===== src/rtl/crm_pkg.sv =====
// Shared constants, codes and types of the chained interval remap block.
// No dependencies; every other file of the block depends on this package.
package crm_pkg;

  localparam int STAGES     = 7;
  localparam int RULES      = 64;
  localparam int VALUE_BITS = 48;

  // Fixed widths of the channel fields.
  localparam int ACT_W   = 2;
  localparam int STAGE_W = 3;
  localparam int SLOT_W  = 6;
  localparam int DATA_W  = 48;

  localparam int TOTAL_RULES = STAGES * RULES;
  localparam int ADDR_W      = (TOTAL_RULES > 1) ? $clog2(TOTAL_RULES) : 1;
  localparam int RULE_IDX_W  = (RULES > 1) ? $clog2(RULES) : 1;
  localparam int RULE_CNT_W  = $clog2(RULES + 1);
  localparam int STG_W       = (STAGES > 1) ? $clog2(STAGES) : 1;

  localparam logic [ACT_W-1:0] ACT_WRITE = 2'd0;
  localparam logic [ACT_W-1:0] ACT_MAP   = 2'd1;
  localparam logic [ACT_W-1:0] ACT_CLEAR = 2'd2;

  typedef logic [VALUE_BITS-1:0] value_t;
  typedef logic [ADDR_W-1:0]     addr_t;

  typedef struct packed {
    logic   valid;
    value_t dest;
    value_t src;
    value_t len;
  } rule_t;

  typedef struct packed {
    logic  we;
    addr_t addr;
    rule_t data;
  } mem_wr_t;

  typedef struct packed {
    logic   hit;
    value_t mapped;
  } match_t;

endpackage


===== src/rtl/crm_match.sv =====
// Shared compare and offset unit: tests one rule against a value and remaps it.
// Depends on crm_pkg.
module crm_match (
  input  crm_pkg::value_t value,
  input  crm_pkg::rule_t  rule,
  output crm_pkg::match_t res
);
  import crm_pkg::*;

  logic [VALUE_BITS:0] diff;

  // The borrow of value - src tells value < src; the interval never wraps.
  assign diff       = {1'b0, value} - {1'b0, rule.src};
  assign res.hit    = rule.valid && !diff[VALUE_BITS] && (diff[VALUE_BITS-1:0] < rule.len);
  assign res.mapped = diff[VALUE_BITS-1:0] + rule.dest;

endmodule


===== config.mk =====
export PLATFORM = sky130hd
export DESIGN_NAME = crm_match
export DESIGN_NICKNAME = d
export VERILOG_FILES = /design/src/rtl/crm_pkg.sv /design/src/rtl/crm_match.sv
export SDC_FILE = /design/constraint.sdc
export NUM_CORES = 1
export LEC_CHECK = 0
export ABC_AREA = 0
export BUFFER_PORTS_ARGS = -buffer_cell sky130_fd_sc_hd__buf_2
export CAP_MARGIN = 15
export CORE_MARGIN = 2
export CORE_UTILIZATION = 48
export DETAILED_ROUTE_END_ITERATION = 10
export PLACE_DENSITY = 0.89
export SLEW_MARGIN = 40
export SYNTH_ARGS = -nofsm -noshare
export SYNTH_HDL_FRONTEND = slang
export SYNTH_SLANG_ARGS = --single-unit

===== constraint.sdc =====
create_clock -name vclk -period 5.3
set_clock_uncertainty 0.05 [all_clocks]
set_input_delay 0.265 -clock vclk [all_inputs]
set_output_delay 0.265 -clock vclk [all_outputs]
set_load 0.03 [all_outputs]

==> flow_metrics.tcl <==
set metrics [dict create \
    synth.avg_cell_area_sq_um 6.97 \
    drive_gt1_share_pct 34.3 \
    leakage_nw 5.05 \
    grt_pass1_vias 7834 \
    pre_cts_slack_ps -402 \
    grt_pass1_wl_um 35200 \
    yosysSeqAreaShare_pct 0 \
    port_buffers 242 \
    pin_count 242 \
    n_clock_buffer 0 \
    synth_area_sq_um 6410 \
    worstHoldStart "rule[96]" \
    synth_top_cell_by_area "ha_1" \
    area_growth_pct 41.4 \
    ant_nets 0 \
    drt-vias-per-instance 5.77 \
    rsz0062_at_grt "true" \
    setup-tns-final_ps -19.8 \
    die_y_um 120 \
    die_area_sq_um 14300 \
    start_kind "input pin" \
    drv_cap 0 \
    cp.arrival_ps 5000 \
    worstSetupPathType "input pin to primary output" \
    avgRoutedWirePerCell_um 16.1 \
    cp_max_fo 2 \
    stdcell_area_sq_um 9060 \
    min_to "res[0]" \
    antenna_found_initial 2 \
    fin_crit_ps 5320 \
    dp_hpwl_um 19200 \
    design.seq.count 0 \
    power_density_nw_per_um2 293 \
    place_area_sq_um 8570 \
    synth_nets 1257 \
    synth.distinct_cells 63 \
    drtIter0Drc 646 \
    synth.area.top_cells "ha_1 (28%), a21o_1 (8.4%), a21oi_1 (7.9%)" \
    start_util_pct 48.8 \
    grt_usage_pct 29.3 \
    postSynthCellCount 920 \
    max-slew-margin-rel_pct 52.1 \
    drcViolationCount 0 \
    grt_remaining_overflow 0 \
    synth_warnings 0 \
    rows 42 \
    register_area_sq_um 0 \
    report.final.slew_viol_count 0 \
    vdd_drop_max_uv 147 \
    worstMarginPinSlew_ps 701 \
    finalCritPeriodShare_pct 100 \
    finalWeightedCongestion 0.990 \
    drt_wl_total_um 23200 \
    vias 8308 \
    nNetsFinal 1600 \
    yosysTopAreaCellShare_pct 27.7 \
    nFillCells 1031 \
    grt_max_degree 12 \
    run_status "complete, but fails checks" \
    hold_viol 0 \
    hold_path.class "input pin to primary output" \
    hold_depth 3 \
    violations "setup timing" \
    setup_viol 1 \
    coreArea_sq_um 13100 \
    fmax_mhz 188 \
    worstPathRequired_ps 4990 \
    drt-pass1-iter-count 5 \
    die_width_um 120 \
    crit_path_end_kind "primary output" \
    postLayoutCoreUtil_pct 69.0 \
    setup_ws_ps -19.8 \
]
==> Yosys cell counts (all sizes together) (3+ instances only) <==
library cell  count
o21ai            55
a21o             72
a221oi            4
a21boi            6
xor2             34
o211ai            5
nor4              3
a21oi           103
nand4            27
clkbuf           18
a31oi            12
o21a             15
nor2             47
or2               5
nand3            22
a41oi             4
o221ai            3
nor2b            20
nand2            50
nand2b           12
o22ai             4
and3              9
a211oi           11
xnor2            53
a2111oi           4
ha              142
nor3             15
and2              4
o21bai           11
o31ai             4
inv             115
==> cells by family (layout without fill, tap and decap cells) <==
| logic type | Yosys count | after routing | share of synthesized area [%] |
|---|---|---|---|
| AO/OA/AOI/OAI | 328 | 328 | 33.4 |
| XOR/XNOR | 88 | 88 | 12.2 |
| adder cells (fa/ha/maj) | 144 | 144 | 28.3 |
| buffers and inverters | 134 | 475 | 7.97 |
| multiplexers | 2 | 2 | 0.312 |
| other | 0 | 2 | 0 |
| AND/OR/NAND/NOR | 224 | 224 | 17.7 |
==> worst max-delay path by stage <==
stage          startpoint  endpoint  cells after the start
6_report         value[0]   res[47]                     28
5_1_grt          rule[49]   res[47]                     27
4_1_cts          value[0]   res[47]                     29
3_5_place_dp     value[0]   res[47]                     29
3_3_place_gp     value[0]   res[47]                     28
2_1_floorplan    value[0]   res[47]                     25
==> cell usage in the layout (no fill, tap or decap), types with 5 or more instances in the layout <==
cell type and instances:
o21ai_1 8, a21oi_1 89, buf_2 231, xnor2_1 49, nand3_1 22, a21oi_2 14
o21bai_1 11, o211ai_1 5, a21o_1 72, o21ai_0 41, o21a_1 15, a211oi_1 8
a31oi_1 10, nor2b_1 19, nor2_1 44, inv_1 113, xor2_1 32, nand2b_1 12
buf_4 123, a21boi_0 6, and3_1 9, nand4_1 27, ha_1 137, nand2_1 49
nor3_1 12
==> area by class of cell <==
cell class	instances	area, sq um	share of cell area, %
Antenna cell	2	5.00	0.0552
Inverter	115	437	4.82
Multi-Input combinational cell	786	6260	69.1
Tap cell	176	220	2.43
Timing Repair Buffer	360	2140	23.6
==> where the power goes <==
part / switching [mW] / internal (mW)
Sequential: 0 / 0
Clock: 0 / 0.0000000506
Combinational: 1.57 / 1.09
==> critical path: stages <==
cell and delay, ps:
buf_6 100, inv_4 50, ha_4 140, inv_4 30, fa_2 380, a21o_1 180, a21o_1 190, a31oi_4 250
o21ai_4 110, a21oi_2 170, buf_6 130, o21ai_4 70, a21o_1 190, a311o_1 330, a21oi_2 180, xnor2_2 140
ha_1 290, a21oi_2 130, o21a_1 190, o21ai_2 90, a21oi_2 130, o21ai_1 60, a21o_1 180, a221oi_2 280
o21ai_2 120, xor2_1 190, xnor3_1 280, buf_6 160
==> layer usage <==
layer  vias up  part of all wire [%]  track usage (%)
met5         -                     0                0
met3        95                   6.7             1.85
met4         0                   4.9             12.9
met1      3752                    41             36.7
met2       436                    47             51.5
li1       4025                     -                -
==> metrics by stage <==
step | hold slack (ps) | total power, mW | cells
6_report | 883 | 2.66 | 1439
5_1_grt | 895 | 2.85 | 1439
4_1_cts | 888 | 2.51 | 1429
3_5_place_dp | 887 | 2.45 | 1426
3_3_place_gp | 882 | 2.40 | 1426
2_1_floorplan | 668 | 1.63 | 920
==> repair_timing <==
| action | CTS | global route |
|---|---|---|
| setup endpoints to repair | 13 | 18 |
| pin swaps | 19 | 39 |
| setup buffers | 3 | 8 |
| gates resized for setup | 29 | 69 |
| hold buffers | 0 | 0 |
| endpoints found under the hold margin | 0 | 0 |
No activity file was read; power rests on OpenSTA's default activity.
